==> src/rtl/cst_pkg.sv <==
package cst_pkg;

  localparam int VALUE_BITS = 32;
  localparam int POS_BITS   = 16;
  localparam int ACC_BITS   = VALUE_BITS + 4;

  localparam int Q_DEPTH    = 4;
  localparam int Q_PTR_BITS = $clog2(Q_DEPTH);
  localparam int Q_CNT_BITS = $clog2(Q_DEPTH + 1);

  typedef enum logic [1:0] {
    MODE_NORMAL,
    MODE_NUMBER,
    MODE_COMMENT,
    MODE_DONE
  } mode_t;

  typedef enum logic [3:0] {
    KIND_INTEGER = 4'd0,
    KIND_PLUS    = 4'd1,
    KIND_MINUS   = 4'd2,
    KIND_STAR    = 4'd3,
    KIND_SLASH   = 4'd4,
    KIND_LPAREN  = 4'd5,
    KIND_RPAREN  = 4'd6,
    KIND_DOT     = 4'd7,
    KIND_SEMI    = 4'd8,
    KIND_COLON   = 4'd9,
    KIND_COMMA   = 4'd10,
    KIND_END     = 4'd11
  } kind_t;

  localparam logic [7:0] CH_NUL    = 8'h00;
  localparam logic [7:0] CH_TAB    = 8'h09;
  localparam logic [7:0] CH_NL     = 8'h0A;
  localparam logic [7:0] CH_VT     = 8'h0B;
  localparam logic [7:0] CH_FF     = 8'h0C;
  localparam logic [7:0] CH_CR     = 8'h0D;
  localparam logic [7:0] CH_SPACE  = 8'h20;
  localparam logic [7:0] CH_LPAREN = 8'h28;
  localparam logic [7:0] CH_RPAREN = 8'h29;
  localparam logic [7:0] CH_STAR   = 8'h2A;
  localparam logic [7:0] CH_PLUS   = 8'h2B;
  localparam logic [7:0] CH_COMMA  = 8'h2C;
  localparam logic [7:0] CH_MINUS  = 8'h2D;
  localparam logic [7:0] CH_DOT    = 8'h2E;
  localparam logic [7:0] CH_SLASH  = 8'h2F;
  localparam logic [7:0] CH_ZERO   = 8'h30;
  localparam logic [7:0] CH_NINE   = 8'h39;
  localparam logic [7:0] CH_COLON  = 8'h3A;
  localparam logic [7:0] CH_SEMI   = 8'h3B;
  localparam logic [7:0] CH_LBRACE = 8'h7B;
  localparam logic [7:0] CH_RBRACE = 8'h7D;

  typedef struct packed {
    kind_t                 kind;
    logic [VALUE_BITS-1:0] value;
    logic                  sat;
    logic [POS_BITS-1:0]   line;
    logic [POS_BITS-1:0]   col;
  } token_t;

  // results of one byte: tok0 always valid, tok1 only when two is set
  typedef struct packed {
    logic   two;
    token_t tok0;
    token_t tok1;
  } entry_t;

  function automatic kind_t punct_kind(input logic [7:0] c);
    kind_t k;
    unique case (c)
      CH_PLUS:   k = KIND_PLUS;
      CH_MINUS:  k = KIND_MINUS;
      CH_STAR:   k = KIND_STAR;
      CH_SLASH:  k = KIND_SLASH;
      CH_LPAREN: k = KIND_LPAREN;
      CH_RPAREN: k = KIND_RPAREN;
      CH_DOT:    k = KIND_DOT;
      CH_SEMI:   k = KIND_SEMI;
      CH_COLON:  k = KIND_COLON;
      CH_COMMA:  k = KIND_COMMA;
      default:   k = KIND_END;
    endcase
    return k;
  endfunction

endpackage

==> src/rtl/cst_front.sv <==
module cst_front (
  input  logic            clk,
  input  logic            rst_n,
  input  logic            accept,
  input  logic [7:0]      char_code,
  output logic            push,
  output cst_pkg::entry_t push_entry
);
  import cst_pkg::*;

  mode_t                 mode_r, mode_nxt;
  logic [VALUE_BITS-1:0] acc_r, acc_nxt;
  logic                  sat_r, sat_nxt;
  logic [POS_BITS-1:0]   line_r, line_nxt;
  logic [POS_BITS-1:0]   col_r, col_nxt;

  logic                  is_dig, is_sp;
  logic [POS_BITS-1:0]   line_inc, col_inc, cnt_line, cnt_col;
  logic [ACC_BITS-1:0]   acc_wide;
  logic                  acc_over;
  logic                  emit_int, emit_oth, oth_cnt;
  kind_t                 oth_kind;
  token_t                int_tok, oth_tok;

  assign is_dig = (char_code >= CH_ZERO) && (char_code <= CH_NINE);
  assign is_sp  = (char_code == CH_SPACE) || (char_code == CH_TAB) || (char_code == CH_NL) ||
                  (char_code == CH_VT) || (char_code == CH_FF) || (char_code == CH_CR);

  // position after counting this byte, both counters clamp at all ones
  assign line_inc = (line_r == '1) ? line_r : line_r + 1'b1;
  assign col_inc  = (col_r == '1) ? col_r : col_r + 1'b1;
  assign cnt_line = (char_code == CH_NL) ? line_inc : line_r;
  assign cnt_col  = (char_code == CH_NL) ? POS_BITS'(1) : col_inc;

  // acc*10 + digit, overflow past the value width means clamp
  assign acc_wide = ({{(ACC_BITS-VALUE_BITS){1'b0}}, acc_r} << 3) +
                    ({{(ACC_BITS-VALUE_BITS){1'b0}}, acc_r} << 1) +
                    ACC_BITS'(char_code[3:0]);
  assign acc_over = |acc_wide[ACC_BITS-1:VALUE_BITS];

  always_comb begin
    mode_nxt = mode_r;
    acc_nxt  = acc_r;
    sat_nxt  = sat_r;
    line_nxt = line_r;
    col_nxt  = col_r;
    emit_int = 1'b0;
    emit_oth = 1'b0;
    oth_cnt  = 1'b0;
    oth_kind = KIND_END;
    unique case (mode_r)
      MODE_DONE: begin
      end
      MODE_COMMENT: begin
        if (char_code == CH_NUL) begin
          emit_oth = 1'b1;
          mode_nxt = MODE_DONE;
        end else begin
          line_nxt = cnt_line;
          col_nxt  = cnt_col;
          if (char_code == CH_RBRACE) mode_nxt = MODE_NORMAL;
        end
      end
      MODE_NORMAL, MODE_NUMBER: begin
        if (mode_r == MODE_NUMBER && is_dig) begin
          line_nxt = cnt_line;
          col_nxt  = cnt_col;
          acc_nxt  = acc_over ? '1 : acc_wide[VALUE_BITS-1:0];
          sat_nxt  = sat_r | acc_over;
        end else begin
          if (mode_r == MODE_NUMBER) begin
            // digit run ends here, the byte itself is handled as usual
            emit_int = 1'b1;
            acc_nxt  = '0;
            sat_nxt  = 1'b0;
            mode_nxt = MODE_NORMAL;
          end
          priority if (char_code == CH_NUL) begin
            emit_oth = 1'b1;
            mode_nxt = MODE_DONE;
          end else if (is_sp) begin
            line_nxt = cnt_line;
            col_nxt  = cnt_col;
          end else if (char_code == CH_LBRACE) begin
            line_nxt = cnt_line;
            col_nxt  = cnt_col;
            mode_nxt = MODE_COMMENT;
          end else if (is_dig) begin
            line_nxt = cnt_line;
            col_nxt  = cnt_col;
            acc_nxt  = VALUE_BITS'(char_code[3:0]);
            sat_nxt  = 1'b0;
            mode_nxt = MODE_NUMBER;
          end else begin
            line_nxt = cnt_line;
            col_nxt  = cnt_col;
            emit_oth = 1'b1;
            oth_cnt  = 1'b1;
            oth_kind = punct_kind(char_code);
            if (oth_kind == KIND_END) mode_nxt = MODE_DONE;
          end
        end
      end
    endcase
  end

  always_comb begin
    int_tok.kind  = KIND_INTEGER;
    int_tok.value = acc_r;
    int_tok.sat   = sat_r;
    int_tok.line  = line_r;
    int_tok.col   = col_r;

    oth_tok.kind  = oth_kind;
    oth_tok.value = '0;
    oth_tok.sat   = 1'b0;
    oth_tok.line  = oth_cnt ? cnt_line : line_r;
    oth_tok.col   = oth_cnt ? cnt_col : col_r;

    if (emit_int) begin
      push_entry.two  = emit_oth;
      push_entry.tok0 = int_tok;
      push_entry.tok1 = oth_tok;
    end else begin
      push_entry.two  = 1'b0;
      push_entry.tok0 = oth_tok;
      push_entry.tok1 = oth_tok;
    end
  end

  assign push = accept && (emit_int || emit_oth);

  always_ff @(posedge clk) begin
    if (!rst_n) begin
      mode_r <= MODE_NORMAL;
      acc_r  <= '0;
      sat_r  <= 1'b0;
      line_r <= '0;
      col_r  <= '0;
    end else if (accept) begin
      mode_r <= mode_nxt;
      acc_r  <= acc_nxt;
      sat_r  <= sat_nxt;
      line_r <= line_nxt;
      col_r  <= col_nxt;
    end
  end

endmodule

==> src/rtl/cst_queue.sv <==
module cst_queue (
  input  logic            clk,
  input  logic            rst_n,
  input  logic            push,
  input  cst_pkg::entry_t push_entry,
  input  logic            pop,
  output cst_pkg::entry_t head,
  output logic            empty,
  output logic            full
);
  import cst_pkg::*;

  entry_t                mem_r [Q_DEPTH];
  logic [Q_PTR_BITS-1:0] rd_ptr_r, rd_ptr_nxt;
  logic [Q_PTR_BITS-1:0] wr_ptr_r, wr_ptr_nxt;
  logic [Q_CNT_BITS-1:0] cnt_r, cnt_nxt;

  assign head  = mem_r[rd_ptr_r];
  assign empty = (cnt_r == '0);
  assign full  = (cnt_r == Q_CNT_BITS'(Q_DEPTH));

  always_comb begin
    rd_ptr_nxt = rd_ptr_r;
    wr_ptr_nxt = wr_ptr_r;
    if (pop) begin
      rd_ptr_nxt = (rd_ptr_r == Q_PTR_BITS'(Q_DEPTH - 1)) ? '0 : rd_ptr_r + 1'b1;
    end
    if (push) begin
      wr_ptr_nxt = (wr_ptr_r == Q_PTR_BITS'(Q_DEPTH - 1)) ? '0 : wr_ptr_r + 1'b1;
    end
    cnt_nxt = cnt_r + Q_CNT_BITS'(push) - Q_CNT_BITS'(pop);
  end

  always_ff @(posedge clk) begin
    if (!rst_n) begin
      rd_ptr_r <= '0;
      wr_ptr_r <= '0;
      cnt_r    <= '0;
    end else begin
      rd_ptr_r <= rd_ptr_nxt;
      wr_ptr_r <= wr_ptr_nxt;
      cnt_r    <= cnt_nxt;
    end
  end

  always_ff @(posedge clk) begin
    if (push) mem_r[wr_ptr_r] <= push_entry;
  end

endmodule

==> src/rtl/cst_back.sv <==
module cst_back (
  input  logic                           clk,
  input  logic                           rst_n,
  input  cst_pkg::entry_t                head,
  input  logic                           empty,
  output logic                           pop,
  output logic                           out_valid,
  input  logic                           out_stall,
  output cst_pkg::kind_t                 out_token_kind,
  output logic [cst_pkg::VALUE_BITS-1:0] out_number_value,
  output logic                           out_number_saturated,
  output logic [cst_pkg::POS_BITS-1:0]   out_line_number,
  output logic [cst_pkg::POS_BITS-1:0]   out_column_number,
  output logic                           out_last_of_run
);
  import cst_pkg::*;

  logic   valid_r, valid_nxt;
  logic   sub_r, sub_nxt;
  token_t tok_r, tok_nxt;
  logic   last_r, last_nxt;
  logic   load, sel_last;
  token_t sel_tok;

  // second token of a pair goes out after the first one
  assign sel_tok  = sub_r ? head.tok1 : head.tok0;
  assign sel_last = sub_r || !head.two;
  assign load     = !empty && (!valid_r || !out_stall);
  assign pop      = load && sel_last;

  always_comb begin
    valid_nxt = valid_r;
    sub_nxt   = sub_r;
    tok_nxt   = tok_r;
    last_nxt  = last_r;
    if (load) begin
      valid_nxt = 1'b1;
      sub_nxt   = !sel_last;
      tok_nxt   = sel_tok;
      last_nxt  = sel_last;
    end else if (!out_stall) begin
      valid_nxt = 1'b0;
    end
  end

  always_ff @(posedge clk) begin
    if (!rst_n) begin
      valid_r <= 1'b0;
      sub_r   <= 1'b0;
    end else begin
      valid_r <= valid_nxt;
      sub_r   <= sub_nxt;
    end
  end

  always_ff @(posedge clk) begin
    tok_r  <= tok_nxt;
    last_r <= last_nxt;
  end

  assign out_valid            = valid_r;
  assign out_token_kind       = tok_r.kind;
  assign out_number_value     = tok_r.value;
  assign out_number_saturated = tok_r.sat;
  assign out_line_number      = tok_r.line;
  assign out_column_number    = tok_r.col;
  assign out_last_of_run      = last_r;

endmodule

==> src/rtl/char_stream_tokenizer_top.sv <==
// text tokenizer, one byte per input transfer on in_char_code
// input channel: in_valid / in_stall, a byte is taken when in_valid is high
//   and in_stall low; in_stall rises only when the token queue is full
// output channel: out_valid / out_stall, one token per transfer with kind,
//   value, saturation flag, line and column after its last byte, and
//   out_last_of_run marking the final token caused by one byte
// throughput: one byte per cycle while in_stall is low; a byte that ends a number and
//   is itself a token yields two tokens, which leave one after the other through the
//   output register, so the output port sets the rate for such bytes
// path: a token is written into the queue with the byte that completes it, then moves
//   from the queue head into the output register that drives out_valid
// bytes that give no token (whitespace, comments, digits) push nothing into the queue
// after an end token the block ignores every byte until reset
// reset (rst_n low at a clock edge) clears scan state, counters, the queue
//   and the output register; no clearing pass is needed
// when the receiver stalls, the output token holds and the queue absorbs up
//   to four further token-producing bytes before in_stall goes high; bytes
//   that give no token keep flowing
module char_stream_tokenizer_top (
  input  logic                           clk,
  input  logic                           rst_n,
  input  logic                           in_valid,
  output logic                           in_stall,
  input  logic [7:0]                     in_char_code,
  output logic                           out_valid,
  input  logic                           out_stall,
  output cst_pkg::kind_t                 out_token_kind,
  output logic [cst_pkg::VALUE_BITS-1:0] out_number_value,
  output logic                           out_number_saturated,
  output logic [cst_pkg::POS_BITS-1:0]   out_line_number,
  output logic [cst_pkg::POS_BITS-1:0]   out_column_number,
  output logic                           out_last_of_run
);
  import cst_pkg::*;

  logic   accept, push, pop, q_empty, q_full;
  entry_t push_entry, head;

  assign in_stall = q_full;
  assign accept   = in_valid && !q_full;

  cst_front u_front (
    .clk        (clk),
    .rst_n      (rst_n),
    .accept     (accept),
    .char_code  (in_char_code),
    .push       (push),
    .push_entry (push_entry)
  );

  cst_queue u_queue (
    .clk        (clk),
    .rst_n      (rst_n),
    .push       (push),
    .push_entry (push_entry),
    .pop        (pop),
    .head       (head),
    .empty      (q_empty),
    .full       (q_full)
  );

  cst_back u_back (
    .clk                  (clk),
    .rst_n                (rst_n),
    .head                 (head),
    .empty                (q_empty),
    .pop                  (pop),
    .out_valid            (out_valid),
    .out_stall            (out_stall),
    .out_token_kind       (out_token_kind),
    .out_number_value     (out_number_value),
    .out_number_saturated (out_number_saturated),
    .out_line_number      (out_line_number),
    .out_column_number    (out_column_number),
    .out_last_of_run      (out_last_of_run)
  );

endmodule

==> config.mk <==
export PLATFORM = sky130hd
export DESIGN_NAME = char_stream_tokenizer_top
export DESIGN_NICKNAME = d
export VERILOG_FILES = /design/src/rtl/cst_pkg.sv /design/src/rtl/cst_front.sv /design/src/rtl/cst_queue.sv /design/src/rtl/cst_back.sv /design/src/rtl/char_stream_tokenizer_top.sv
export SDC_FILE = /design/constraint.sdc
export NUM_CORES = 1
export LEC_CHECK = 0
export BUFFER_PORTS_ARGS = -buffer_cell sky130_fd_sc_hd__buf_4
export CAP_MARGIN = 20
export CELL_PAD_IN_SITES_DETAIL_PLACEMENT = 0
export CELL_PAD_IN_SITES_GLOBAL_PLACEMENT = 2
export CORE_UTILIZATION = 30
export CTS_CLUSTER_DIAMETER = 50
export DETAILED_ROUTE_END_ITERATION = 8
export PLACE_DENSITY = 0.54
export SLEW_MARGIN = 20
export SYNTH_ARGS = -nofsm -noshare
export SYNTH_HDL_FRONTEND = slang
export SYNTH_SLANG_ARGS = --single-unit
==> constraint.sdc <==
create_clock -name clk -period 6.3 [get_ports clk]
set_input_delay 0.315 -clock clk [delete_from_list [all_inputs] [get_ports clk]]
set_output_delay 0.315 -clock clk [all_outputs]
set_load 0.01 [all_outputs]
==> metrics.txt, run 1 <==
# TYPE chip_impl_metric gauge
chip_impl_info{name="outcome",value="completed"} 1
chip_impl_metric{name="design.core.area",unit="sq um"} 83400
chip_impl_info{name="rsz0062_at_grt",value="no"} 1
chip_impl_metric{name="cpPeakStageDelay",unit="ns"} 0.66
chip_impl_metric{name="antenna_cells",unit=""} 0
chip_impl_metric{name="floorplan.initialDensity",unit="%"} 30.3
chip_impl_metric{name="final_min_period_over_clock_period",unit="%"} 68.3
chip_impl_metric{name="post_synth_num_cell_types",unit=""} 72
chip_impl_metric{name="layout.core_utilization",unit="%"} 35.9
chip_impl_metric{name="syn-mean-instance-area",unit="sq um"} 14.4
chip_impl_metric{name="num_vias",unit=""} 14500
chip_impl_metric{name="hold_viol_final",unit=""} 0
chip_impl_metric{name="grt_pass1_wl",unit="um"} 94300
chip_impl_info{name="final_common_cell",value="sky130_fd_sc_hd__edfxtp_1"} 1
chip_impl_info{name="worst_path_cell_trace",value="fa_1, ha_1, a211oi_1, o211ai_1, a211oi_1, a211oi_1, o21ai_0, mux2_2, and4bb_1, buf_4, a311oi_2"} 1
chip_impl_metric{name="max_slew_margin",unit="%"} 32.7
chip_impl_metric{name="synth-edff-count",unit=""} 494
chip_impl_info{name="slowest_stage",value="sky130_fd_sc_hd__and4bb_1"} 1
chip_impl_metric{name="finalWeightedCongestion",unit=""} 0.776
chip_impl_metric{name="synth.cell_area",unit="sq um"} 25200
chip_impl_metric{name="number_of_global_route_vias_before_repair",unit=""} 15400
chip_impl_info{name="worstSetupStartpointType",value="register"} 1
chip_impl_metric{name="post-cts-setup-buffer-count",unit=""} 0
chip_impl_metric{name="insertion_delay",unit="ns"} 0.62
chip_impl_metric{name="grt_max_degree",unit=""} 72
chip_impl_metric{name="first_iter_violations",unit=""} 612
chip_impl_metric{name="ctsHtreeMaxLevel",unit=""} 3
chip_impl_metric{name="remaining_global_route_overflow",unit=""} 0
chip_impl_info{name="critical-path-top-delay-family",value="compound AO/OA/AOI/OAI gates"} 1
chip_impl_metric{name="top_level_ports",unit=""} 84
chip_impl_metric{name="hpwl",unit="um"} 37300
chip_impl_info{name="most-common-layout-cells",value="494 x sky130_fd_sc_hd__edfxtp_1, 214 x sky130_fd_sc_hd__nand2_1, 106 x sky130_fd_sc_hd__mux4_2"} 1
chip_impl_metric{name="cp.arrival",unit="ns"} 4.75
chip_impl_metric{name="worst-slew-pin-transition",unit="ns"} 1.00
chip_impl_info{name="worstHoldPathType",value="primary input to register"} 1
chip_impl_metric{name="final_max_slew_viol_count",unit=""} 0
chip_impl_metric{name="cts.hold.buffers_added",unit=""} 1
chip_impl_info{name="most_used_cell_along_the_critical_path",value="sky130_fd_sc_hd__a211oi_1"} 1
chip_impl_metric{name="power_density",unit="nW/um^2"} 414
chip_impl_metric{name="seqCellArea",unit="sq um"} 16400
chip_impl_metric{name="timing.critical_path.required",unit="ns"} 6.75
chip_impl_metric{name="totalWireLength",unit="um"} 61800
chip_impl_metric{name="finalSetupViolations",unit=""} 0
chip_impl_metric{name="clock_sink_count",unit=""} 572
chip_impl_metric{name="clkSlewWorstSetupHoldPaths",unit="ns"} 0.05
chip_impl_metric{name="final.setup.worst_slack",unit="ns"} 2.00
chip_impl_metric{name="synth-async-reset-ratio",unit="%"} 0
chip_impl_info{name="cts.root.buffer_cell",value="sky130_fd_sc_hd__clkbuf_16"} 1
chip_impl_metric{name="placedCellCount",unit=""} 2810
chip_impl_metric{name="cts-resized-gates",unit=""} 0
chip_impl_metric{name="fp.dieArea",unit="sq um"} 85300
chip_impl_metric{name="portBuffers",unit=""} 83
chip_impl_metric{name="period_needed",unit="ns"} 4.30
chip_impl_metric{name="peakVddDrop",unit="V"} 0.000254
chip_impl_metric{name="site_row_count",unit=""} 106
chip_impl_metric{name="route.detailed.drc",unit=""} 0
chip_impl_metric{name="netlist_instances",unit=""} 1751
chip_impl_metric{name="setup_tns",unit="ns"} 0
chip_impl_metric{name="number_of_flip_flops_and_latches_in_the_synthesized_netlist",unit=""} 572
chip_impl_metric{name="detailedPlace.worstSlack",unit="ns"} 1.84
chip_impl_metric{name="die_w",unit="um"} 292
chip_impl_metric{name="fillCellCount",unit=""} 7976
chip_impl_metric{name="global_route.usage.total",unit="%"} 14.5
chip_impl_metric{name="multiInputGateArea",unit="sq um"} 8290
chip_impl_metric{name="max_cap_viol_count",unit=""} 0
chip_impl_info{name="synth_ff_type",value="sky130_fd_sc_hd__edfxtp_1"} 1
chip_impl_metric{name="seq_area_frac_synth",unit="%"} 64.9
chip_impl_metric{name="synthesis.yosys.warnings",unit=""} 0
chip_impl_metric{name="synth_nets",unit=""} 1838
chip_impl_metric{name="timing.hold.ws",unit="ns"} 0.144
chip_impl_info{name="critical_path.endpoint_type",value="register"} 1
chip_impl_metric{name="finish.cell_count_without_fillers",unit=""} 2970
chip_impl_metric{name="leakage",unit="nW"} 10.4
chip_impl_info{name="tritoncts",value="yes"} 1
chip_impl_metric{name="area.growth.synth_to_final",unit="%"} 18.7
chip_impl_metric{name="post_drt_via_cell_ratio",unit=""} 4.90
chip_impl_metric{name="critical_path_peak_fanout",unit=""} 24
chip_impl_metric{name="layout.nets",unit=""} 1906
chip_impl_metric{name="die_y",unit="um"} 292
chip_impl_metric{name="route.detailed.wl_per_inst",unit="um"} 20.8
chip_impl_metric{name="fmax",unit="GHz"} 0.233
chip_impl_metric{name="cts_made_buffers",unit=""} 85
chip_impl_metric{name="drt_pass1_iterations",unit=""} 5
chip_impl_metric{name="max-clock-path-buffers",unit=""} 3
chip_impl_metric{name="worstPathBufferInverterCount",unit=""} 1
chip_impl_metric{name="skew",unit="ns"} 0.0255
chip_impl_metric{name="grt_antenna_before_repair",unit=""} 1
chip_impl_metric{name="ant_nets",unit=""} 0
chip_impl_metric{name="drive_above_1_share",unit="%"} 21.9
chip_impl_info{name="critical_path_class",value="register to register"} 1
[synth_stat cells, types with 4 or more instances]
| cell | number | area share, % |
|---|---|---|
| sky130_fd_sc_hd__a22oi_1 | 4 | 0.12 |
| sky130_fd_sc_hd__a21o_1 | 10 | 0.30 |
| sky130_fd_sc_hd__o21a_1 | 6 | 0.18 |
| sky130_fd_sc_hd__inv_1 | 19 | 0.28 |
| sky130_fd_sc_hd__and2_1 | 87 | 2.2 |
| sky130_fd_sc_hd__nor4_1 | 7 | 0.17 |
| sky130_fd_sc_hd__mux2i_1 | 7 | 0.28 |
| sky130_fd_sc_hd__a21boi_0 | 4 | 0.12 |
| sky130_fd_sc_hd__nor3_1 | 32 | 0.63 |
| sky130_fd_sc_hd__buf_2 | 8 | 0.16 |
| sky130_fd_sc_hd__nand2_1 | 214 | 3.2 |
| sky130_fd_sc_hd__mux2_2 | 8 | 0.36 |
| sky130_fd_sc_hd__a311oi_2 | 11 | 0.65 |
| sky130_fd_sc_hd__nand2b_1 | 5 | 0.12 |
| sky130_fd_sc_hd__o31ai_1 | 4 | 0.12 |
| sky130_fd_sc_hd__buf_1 | 12 | 0.18 |
| sky130_fd_sc_hd__ha_1 | 72 | 3.6 |
| sky130_fd_sc_hd__dfxtp_1 | 78 | 6.2 |
| sky130_fd_sc_hd__a41oi_1 | 6 | 0.21 |
| sky130_fd_sc_hd__a211o_1 | 4 | 0.14 |
| sky130_fd_sc_hd__a21oi_1 | 95 | 1.9 |
| sky130_fd_sc_hd__nor3b_1 | 4 | 0.12 |
| sky130_fd_sc_hd__or2_2 | 5 | 0.12 |
| sky130_fd_sc_hd__and3_1 | 6 | 0.15 |
| sky130_fd_sc_hd__a211oi_1 | 17 | 0.51 |
| sky130_fd_sc_hd__clkbuf_1 | 105 | 1.6 |
| sky130_fd_sc_hd__and4_1 | 4 | 0.14 |
| sky130_fd_sc_hd__o21ai_0 | 53 | 1.1 |
| sky130_fd_sc_hd__mux4_2 | 106 | 9.5 |
| sky130_fd_sc_hd__edfxtp_1 | 494 | 59 |
| sky130_fd_sc_hd__xor2_1 | 27 | 0.94 |
| sky130_fd_sc_hd__nand3_1 | 21 | 0.42 |
| sky130_fd_sc_hd__nor2_1 | 86 | 1.3 |
| sky130_fd_sc_hd__nand4_1 | 19 | 0.47 |
| sky130_fd_sc_hd__a311oi_1 | 7 | 0.24 |
| sky130_fd_sc_hd__o211ai_1 | 7 | 0.21 |
| sky130_fd_sc_hd__a211oi_2 | 8 | 0.40 |
| sky130_fd_sc_hd__a31oi_1 | 13 | 0.32 |
| sky130_fd_sc_hd__xnor2_1 | 28 | 0.97 |
[worst register-to-register path: cells and delay by family (launching register included)]
family | cells | cell delay [ns]
simple gates | 1 | 0.66
fa+ha+maj | 2 | 0.85
flops | 1 | 0.44
compound gates | 6 | 1.37
buf+inv | 1 | 0.48
mux | 1 | 0.35
[routing by layer]
metal | wire (um) | track usage, % | share of wire [%] | up-vias
li1 | - | - | - | 6839
met1 | 27100 | 18.3 | 44 | 7423
met2 | 31600 | 25.7 | 51 | 205
met3 | 2090 | 2.46 | 3.4 | 77
met4 | 941 | 3.75 | 1.5 | 2
met5 | 9 | 0 | 0.015 | -
[kinds of logic after synthesis]
logic type	Yosys count	synth area share, %
buffers and inverters	150	2.43
muxes	121	10.1
adders and majority gates	75	3.81
DFF	572	64.9
xor gates and xnor gates	55	1.91
and+or+nand+nor	507	9.51
AOI/OAI and AO/OA	271	7.31
[sequential cells by signal, summed over array words and instances (netlist names), 2 cells and up, named ones only]
register	count
u_queue.cnt_r	3
u_back.out_column_number	16
u_front.col_r	16
u_front.mode_r	2
u_back.out_number_value	32
u_front.acc_r	32
u_queue.rd_ptr_r	2
u_queue.wr_ptr_r	2
u_queue.mem_r	424
u_back.out_token_kind	4
u_front.line_r	16
u_back.out_line_number	16
[through the flow]
stage | total power [mW] | instance area (sq um)
CTS | 12.7 | 29900
global placement | 7.75 | 26900
detailed placement | 7.77 | 27000
global route | 13.0 | 30000
finish | 12.4 | 30000
floorplan | 6.70 | 25200
[area by class of cell]
class,instances,share of cell area [%]
inverter,20,0.255
sequential,572,54.7
timing repair buffer,111,2.96
clock buffer,100,7.56
multi-input combinational,1029,27.7
tap,1080,4.51
clock inverter,58,2.32
[report_power, final]
group	leakage, nW	switching, mW	internal (mW)	total [mW]
combinational	3.68	1.35	1.13	2.48
clock	1.43	1.83	3.00	4.83
sequential	5.30	0.268	4.81	5.08
[worst paths after layout]
check        depth (start not counted)                 to  slack, ns        startpoint
max reg2reg                         11  u_front.acc_r[24]       2.00  u_front.acc_r[2]
min                                  3  u_front.acc_r[17]       0.14             rst_n
min reg2reg                          2      u_front.sat_r       0.49     u_front.sat_r
max                                 11  u_front.acc_r[24]       2.00  u_front.acc_r[2]
Power figures use the tool's default switching activity.
==> run 2, diff against run 1 <==
==> constraint.sdc (replaced) <==
create_clock -name clk -period 4.3 [get_ports clk]
set_input_delay 0.215 -clock clk [delete_from_list [all_inputs] [get_ports clk]]
set_output_delay 0.215 -clock clk [all_outputs]
set_load 0.01 [all_outputs]
==> run 2 against run 1 <==
Against the previous run: worst hold slack worse by 0.098 ns; worst setup slack worse by 1.5 ns; sequential share of layout area up 0.75 points; design area down 1.4%; highest routed layer unchanged; register-to-register slack worse by 1.5 ns; non-clock buffer count up 4; first-iteration DRC count up 31%; clock skew down 0.0021 ns; critical endpoint is now u_front.acc_r[17]; largest cell class unchanged; via count down 0.45%; maximum frequency up 14%; global-route usage about the same.
==> metrics.txt, run 2 (synthesis results as in run 1) <==
# TYPE chip_impl_metric gauge
chip_impl_info{name="outcome",value="completed"} 1
chip_impl_metric{name="totalWireLength",unit="um"} 61600
chip_impl_info{name="timing.hold.worst.start",value="in_char_code[0]"} 1
chip_impl_metric{name="max_slew_margin",unit="%"} 34.1
chip_impl_metric{name="grt_antenna_before_repair",unit=""} 4
chip_impl_info{name="worst_path_cell_trace",value="fa_1, ha_1, a211oi_1, o211ai_1, a211oi_1, a211oi_1, o21ai_0, mux2_2, and4bb_1, buf_4, a41oi_1"} 1
chip_impl_metric{name="cts-resized-gates",unit=""} 0
chip_impl_info{name="tritoncts",value="yes"} 1
chip_impl_metric{name="top_level_ports",unit=""} 84
chip_impl_info{name="r2r-end",value="u_front.acc_r[17]"} 1
chip_impl_info{name="whs_endpoint",value="u_front.acc_r[0]"} 1
chip_impl_metric{name="skew",unit="ns"} 0.0234
chip_impl_metric{name="finalSetupViolations",unit=""} 0
chip_impl_metric{name="drive_above_1_share",unit="%"} 20.6
chip_impl_metric{name="clkSlewWorstSetupHoldPaths",unit="ns"} 0.06
chip_impl_metric{name="finish.cell_count_without_fillers",unit=""} 2953
chip_impl_metric{name="site_row_count",unit=""} 106
chip_impl_metric{name="period_needed",unit="ns"} 3.76
chip_impl_metric{name="timing.critical_path.required",unit="ns"} 4.76
chip_impl_metric{name="hpwl",unit="um"} 37600
chip_impl_metric{name="worst-r2r-setup-slack",unit="ns"} 0.54
chip_impl_metric{name="power_density",unit="nW/um^2"} 584
chip_impl_metric{name="remaining_global_route_overflow",unit=""} 0
chip_impl_metric{name="largest_reg_flops",unit=""} 424
chip_impl_metric{name="grt_pass1_wl",unit="um"} 94600
chip_impl_metric{name="clock_sink_count",unit=""} 572
chip_impl_metric{name="number_of_global_route_vias_before_repair",unit=""} 15400
chip_impl_metric{name="final_max_slew_viol_count",unit=""} 0
chip_impl_metric{name="area.growth.synth_to_final",unit="%"} 17.1
chip_impl_metric{name="die_y",unit="um"} 292
chip_impl_info{name="worstSetupStartpointType",value="register"} 1
chip_impl_info{name="most_used_cell_along_the_critical_path",value="sky130_fd_sc_hd__a211oi_1"} 1
chip_impl_metric{name="cts.hold.buffers_added",unit=""} 1
chip_impl_info{name="cts.root.buffer_cell",value="sky130_fd_sc_hd__clkbuf_16"} 1
chip_impl_info{name="r2r-start",value="u_front.acc_r[2]"} 1
chip_impl_metric{name="max-clock-path-buffers",unit=""} 3
chip_impl_metric{name="r2r.worst_path.cells",unit=""} 11
chip_impl_info{name="most-common-layout-cells",value="494 x sky130_fd_sc_hd__edfxtp_1, 214 x sky130_fd_sc_hd__nand2_1, 106 x sky130_fd_sc_hd__mux4_2"} 1
chip_impl_metric{name="worst_hold_path_cell_count",unit=""} 3
chip_impl_metric{name="final_min_period_over_clock_period",unit="%"} 87.5
chip_impl_metric{name="layout.nets",unit=""} 1899
chip_impl_metric{name="route.detailed.wl_per_inst",unit="um"} 20.9
chip_impl_metric{name="drt_pass1_iterations",unit=""} 5
chip_impl_metric{name="setup_tns",unit="ns"} 0
chip_impl_metric{name="global_route.usage.total",unit="%"} 14.6
chip_impl_metric{name="worst-slew-pin-transition",unit="ns"} 0.979
chip_impl_metric{name="antenna_cells",unit=""} 0
chip_impl_metric{name="critical_path_peak_fanout",unit=""} 15
chip_impl_metric{name="post_dp_cell_area",unit="sq um"} 27100
chip_impl_metric{name="finalWeightedCongestion",unit=""} 0.747
chip_impl_metric{name="insertion_delay",unit="ns"} 0.62
chip_impl_info{name="worstHoldPathType",value="primary input to register"} 1
chip_impl_metric{name="cp.arrival",unit="ns"} 4.22
chip_impl_info{name="slowest_stage",value="sky130_fd_sc_hd__fa_1"} 1
chip_impl_metric{name="leakage",unit="nW"} 10.2
chip_impl_metric{name="layout.cell_area.non_filler",unit="sq um"} 29600
chip_impl_metric{name="worstPathBufferInverterCount",unit=""} 1
chip_impl_metric{name="portBuffers",unit=""} 83
chip_impl_metric{name="max_cap_viol_count",unit=""} 0
chip_impl_metric{name="cpPeakStageDelay",unit="ns"} 0.50
chip_impl_metric{name="design.core.area",unit="sq um"} 83400
chip_impl_metric{name="fillCellCount",unit=""} 8014
chip_impl_metric{name="cts_made_buffers",unit=""} 74
chip_impl_metric{name="ant_nets",unit=""} 0
chip_impl_metric{name="fmax",unit="GHz"} 0.266
chip_impl_metric{name="peakVddDrop",unit="V"} 0.000468
chip_impl_info{name="final_common_cell",value="sky130_fd_sc_hd__edfxtp_1"} 1
chip_impl_metric{name="ctsHtreeMaxLevel",unit=""} 3
chip_impl_info{name="critical_path_class",value="register to register"} 1
chip_impl_info{name="critical-path-top-delay-family",value="compound AO/OA/AOI/OAI gates"} 1
chip_impl_metric{name="layout.core_utilization",unit="%"} 35.4
chip_impl_metric{name="grt_max_degree",unit=""} 106
chip_impl_metric{name="placedCellCount",unit=""} 2815
chip_impl_metric{name="die_w",unit="um"} 292
chip_impl_metric{name="fp.dieArea",unit="sq um"} 85300
chip_impl_metric{name="first_iter_violations",unit=""} 801
chip_impl_metric{name="hold_viol_final",unit=""} 0
chip_impl_metric{name="timing.hold.ws",unit="ns"} 0.0468
chip_impl_info{name="regMostFlops",value="u_queue.mem_r"} 1
chip_impl_metric{name="num_vias",unit=""} 14500
chip_impl_info{name="rsz0062_at_grt",value="no"} 1
chip_impl_metric{name="route.detailed.drc",unit=""} 0
chip_impl_metric{name="post-cts-setup-buffer-count",unit=""} 0
chip_impl_info{name="critical_path.endpoint_type",value="register"} 1
chip_impl_metric{name="post_drt_via_cell_ratio",unit=""} 4.90
chip_impl_metric{name="floorplan.initialDensity",unit="%"} 30.3
## run 2: cell types whose count changed in the layout (fill, tap and decap cells not counted), sizes merged
cell,previous run,this run
clkinv,27,25
clkbuf,100,96
bufinv,9,6
clkinvlp,9,6
buf,110,114
inv,33,24
## run 2: cell type report
cell class | count | area, sq um | area share [%]
Multi-Input combinational cell | 1029 | 8290 | 28.0
Clock inverter | 41 | 424 | 1.43
Tap cell | 1080 | 1350 | 4.57
Inverter | 20 | 76.3 | 0.258
Sequential cell | 572 | 16400 | 55.5
Timing Repair Buffer | 115 | 978 | 3.31
Clock buffer | 96 | 2040 | 6.89
## run 2: power by group
group	internal [mW]	leakage [nW]	switching [mW]
combinational	1.68	3.71	2.11
sequential	7.04	5.28	0.275
clock	3.74	1.19	2.41
total	12.5	10.2	4.79
## run 2: worst reg2reg max path, cell delays in order, from the launching register on
cell                       delay [ns]
sky130_fd_sc_hd__dfxtp_1         0.44
sky130_fd_sc_hd__fa_1            0.50
sky130_fd_sc_hd__ha_1            0.33
sky130_fd_sc_hd__a211oi_1        0.30
sky130_fd_sc_hd__o211ai_1        0.20
sky130_fd_sc_hd__a211oi_1        0.37
sky130_fd_sc_hd__a211oi_1        0.14
sky130_fd_sc_hd__o21ai_0         0.23
sky130_fd_sc_hd__mux2_2          0.35
sky130_fd_sc_hd__and4bb_1        0.29
sky130_fd_sc_hd__buf_4           0.29
sky130_fd_sc_hd__a41oi_1         0.17
## run 2: worst max-delay path by stage
stage,from,endpoint,depth (start not counted)
global placement,in_char_code[3],u_front.acc_r[28],12
finish,u_front.acc_r[2],u_front.acc_r[17],11
floorplan,in_char_code[7],u_queue.mem_r[3][0],6
detailed placement,u_front.acc_r[2],u_front.acc_r[28],11
CTS,u_front.acc_r[2],u_front.acc_r[17],11
global route,u_front.acc_r[2],u_front.acc_r[28],11
## run 2: metal layers
metal / vias up / wire length (um) / track usage, %
met5: - / 30 / 0
met4: 6 / 1070 / 4.11
li1: 6810 / - / -
met2: 189 / 30800 / 25.1
met1: 7383 / 27500 / 18.6
met3: 93 / 2230 / 2.76
## run 2: metrics by stage
stage / power, mW / setup WS, ns
final: 17.3 / 0.537
after global routing: 18.1 / 0.323
after CTS: 17.7 / 0.531
after detailed placement: 11.4 / 0.586
after global placement: 11.4 / 0.652
after floorplan: 9.79 / 0.945
==> run 3, diff against run 2 <==
==> constraint.sdc (replaced) <==
create_clock -name clk -period 4.3 [get_ports clk]
set_input_delay 0.43 -clock clk [delete_from_list [all_inputs] [get_ports clk]]
set_output_delay 0.43 -clock clk [all_outputs]
set_load 0.01 [all_outputs]
==> run 3 against run 2 <==
Against the previous run: core utilization up 0.56 points; flip-flop and latch count unchanged; combinational power up 1%; die area unchanged; final cell count up 0.61%; design area up 1.6%; sequential power down 0.5%; sequential share of layout area down 0.86 points; maximum frequency down 0.80%; non-clock buffer count up 7; critical path type unchanged; worst hold slack better by 0.035 ns.
==> metrics.txt, run 3 (synthesis results as in run 1) <==
# TYPE chip_impl_metric gauge
chip_impl_metric{name="peakVddDrop",unit="V"} 0.000547
chip_impl_info{name="critical_path_class",value="register to register"} 1
chip_impl_metric{name="setup_tns",unit="ns"} 0
chip_impl_info{name="tritoncts",value="yes"} 1
chip_impl_metric{name="final.setup.worst_slack",unit="ns"} 0.507
chip_impl_info{name="critical_path.endpoint_type",value="register"} 1
chip_impl_metric{name="timing.hold.ws",unit="ns"} 0.0823
chip_impl_info{name="worst_path_cell_trace",value="fa_1, ha_1, a211oi_1, o211ai_1, a211oi_1, a211oi_1, o21ai_0, mux2_2, and4bb_1, buf_4, a41oi_1"} 1
chip_impl_metric{name="max_cap_viol_count",unit=""} 0
chip_impl_metric{name="period_needed",unit="ns"} 3.79
chip_impl_metric{name="fp.dieArea",unit="sq um"} 85300
chip_impl_metric{name="max_slew_margin",unit="%"} 31.1
chip_impl_info{name="final_common_cell",value="sky130_fd_sc_hd__edfxtp_1"} 1
chip_impl_metric{name="insertion_delay",unit="ns"} 0.63
chip_impl_metric{name="critical_path_peak_fanout",unit=""} 14
chip_impl_metric{name="grt_max_degree",unit=""} 106
chip_impl_metric{name="power_density",unit="nW/um^2"} 597
chip_impl_metric{name="design.core.area",unit="sq um"} 83400
chip_impl_metric{name="first_iter_violations",unit=""} 821
chip_impl_metric{name="remaining_global_route_overflow",unit=""} 0
chip_impl_info{name="worstSetupStartpointType",value="register"} 1
chip_impl_metric{name="leakage",unit="nW"} 10.4
chip_impl_metric{name="layout.core_utilization",unit="%"} 36.0
chip_impl_info{name="rsz0062_at_grt",value="no"} 1
chip_impl_metric{name="cts.hold.buffers_added",unit=""} 0
chip_impl_metric{name="drive_above_1_share",unit="%"} 21.9
chip_impl_metric{name="internal_power",unit="mW"} 12.9
chip_impl_metric{name="layout.nets",unit=""} 1912
chip_impl_metric{name="post_drt_via_cell_ratio",unit=""} 4.89
chip_impl_metric{name="worst-slew-pin-transition",unit="ns"} 1.03
chip_impl_metric{name="hpwl",unit="um"} 37400
chip_impl_metric{name="finalWeightedCongestion",unit=""} 0.738
chip_impl_info{name="outcome",value="completed"} 1
chip_impl_metric{name="global_route.usage.total",unit="%"} 14.4
chip_impl_metric{name="fmax",unit="GHz"} 0.264
chip_impl_metric{name="area.growth.synth_to_final",unit="%"} 18.9
chip_impl_metric{name="max-clock-path-buffers",unit=""} 3
chip_impl_metric{name="r2r.worst_path.cells",unit=""} 11
chip_impl_metric{name="power.combinational.fraction",unit="%"} 21.4
chip_impl_metric{name="grt_antenna_before_repair",unit=""} 3
chip_impl_metric{name="finalSetupViolations",unit=""} 0
chip_impl_metric{name="cts-resized-gates",unit=""} 0
chip_impl_metric{name="worst-r2r-setup-slack",unit="ns"} 0.51
chip_impl_metric{name="ant_nets",unit=""} 0
chip_impl_metric{name="site_row_count",unit=""} 106
chip_impl_metric{name="share_seq_of_total_power",unit="%"} 40.6
chip_impl_metric{name="power.share.switching",unit="%"} 27.8
chip_impl_metric{name="timing.critical_path.required",unit="ns"} 4.76
chip_impl_metric{name="detailedPlace.worstSlack",unit="ns"} 0.309
chip_impl_metric{name="finish.cell_count_without_fillers",unit=""} 2971
chip_impl_metric{name="floorplan.initialDensity",unit="%"} 30.3
chip_impl_info{name="slowest_stage",value="sky130_fd_sc_hd__fa_1"} 1
chip_impl_info{name="r2r-start",value="u_front.acc_r[2]"} 1
chip_impl_info{name="cts.root.buffer_cell",value="sky130_fd_sc_hd__clkbuf_16"} 1
chip_impl_metric{name="drt_pass1_iterations",unit=""} 5
chip_impl_metric{name="number_of_global_route_vias_before_repair",unit=""} 15500
chip_impl_info{name="regMostFlops",value="u_queue.mem_r"} 1
chip_impl_metric{name="portBuffers",unit=""} 83
chip_impl_metric{name="cts_made_buffers",unit=""} 80
chip_impl_metric{name="final_max_slew_viol_count",unit=""} 0
chip_impl_info{name="whs_endpoint",value="u_back.out_valid"} 1
chip_impl_info{name="r2r-end",value="u_front.acc_r[17]"} 1
chip_impl_metric{name="ctsHtreeMaxLevel",unit=""} 3
chip_impl_metric{name="route.detailed.drc",unit=""} 0
chip_impl_info{name="most_used_cell_along_the_critical_path",value="sky130_fd_sc_hd__a211oi_1"} 1
chip_impl_metric{name="grt_pass1_wl",unit="um"} 94200
chip_impl_metric{name="route.detailed.wl_per_inst",unit="um"} 20.5
chip_impl_info{name="most-common-layout-cells",value="494 x sky130_fd_sc_hd__edfxtp_1, 214 x sky130_fd_sc_hd__nand2_1, 107 x sky130_fd_sc_hd__buf_4"} 1
chip_impl_metric{name="largest_reg_flops",unit=""} 424
chip_impl_metric{name="antenna_cells",unit=""} 0
chip_impl_metric{name="post-cts-setup-buffer-count",unit=""} 0
chip_impl_metric{name="placedCellCount",unit=""} 2823
chip_impl_metric{name="pwr-share-clk",unit="%"} 38.0
chip_impl_metric{name="hold_viol_final",unit=""} 0
chip_impl_metric{name="clock_sink_count",unit=""} 572
chip_impl_metric{name="total_power",unit="mW"} 17.9
chip_impl_metric{name="cp.arrival",unit="ns"} 4.25
chip_impl_metric{name="worst_hold_path_cell_count",unit=""} 3
chip_impl_metric{name="totalWireLength",unit="um"} 61000
chip_impl_metric{name="post_dp_cell_area",unit="sq um"} 27200
chip_impl_metric{name="p_switching",unit="mW"} 4.99
chip_impl_metric{name="layout.cell_area.non_filler",unit="sq um"} 30000
chip_impl_info{name="worstHoldPathType",value="primary input to register"} 1
chip_impl_metric{name="top_level_ports",unit=""} 84
chip_impl_metric{name="clkSlewWorstSetupHoldPaths",unit="ns"} 0.05
chip_impl_metric{name="skew",unit="ns"} 0.0288
chip_impl_info{name="timing.hold.worst.start",value="out_stall"} 1
chip_impl_metric{name="num_vias",unit=""} 14500
chip_impl_metric{name="cpPeakStageDelay",unit="ns"} 0.51
chip_impl_metric{name="die_y",unit="um"} 292
chip_impl_metric{name="final_min_period_over_clock_period",unit="%"} 88.2
chip_impl_metric{name="die_w",unit="um"} 292
==> run 3: final cells by class <==
cell class,count,area (sq um)
fillers,7958,53400
flip-flops and latches,572,16400
multi-input cells,1029,8290
clock buffers,91,2100
well taps,1080,1350
repair buffers,122,1100
clock inverters,57,702
inverters,20,76.3
==> run 3: metal layers <==
| layer | wire length [um] | part of all wire (%) | track usage (%) |
|---|---|---|---|
| met1 | 27500 | 45 | 18.7 |
| met3 | 2150 | 3.5 | 2.73 |
| met4 | 1040 | 1.7 | 3.83 |
| met2 | 30300 | 50 | 24.7 |
| met5 | 27 | 0.044 | 0 |
==> run 3: worst max path at each step <==
| stage | startpoint | end | slack, ns | cells after the start |
|---|---|---|---|---|
| 3_3_place_gp | in_char_code[3] | u_front.acc_r[28] | 0.30 | 12 |
| 2_1_floorplan | in_char_code[7] | u_queue.mem_r[3][0] | 0.73 | 6 |
| 3_5_place_dp | in_char_code[3] | u_front.acc_r[17] | 0.31 | 12 |
| 5_1_grt | u_front.acc_r[2] | u_front.acc_r[17] | 0.20 | 11 |
| 4_1_cts | u_front.acc_r[2] | u_front.acc_r[17] | 0.46 | 11 |
| 6_report | u_front.acc_r[2] | u_front.acc_r[17] | 0.51 | 11 |
==> run 3: critical path, delay by kind of cell (launching register included) <==
kind                       cells  cell delay (ns)
AOI/OAI and AO/OA              6             1.34
adders and majority gates      2             0.85
DFF                            1             0.44
muxes                          1             0.35
and+or+nand+nor                1             0.34
buffers and inverters          1             0.30
==> run 3: power groups by stage <==
stage	logic (mW)	registers (mW)	clock network, mW
after floorplan	2.24	7.55	0
after global placement	4.01	7.38	0
after detailed placement	4.01	7.41	0
after CTS	4.02	7.30	7.01
after global routing	4.24	7.36	7.22
final	3.84	7.28	6.81
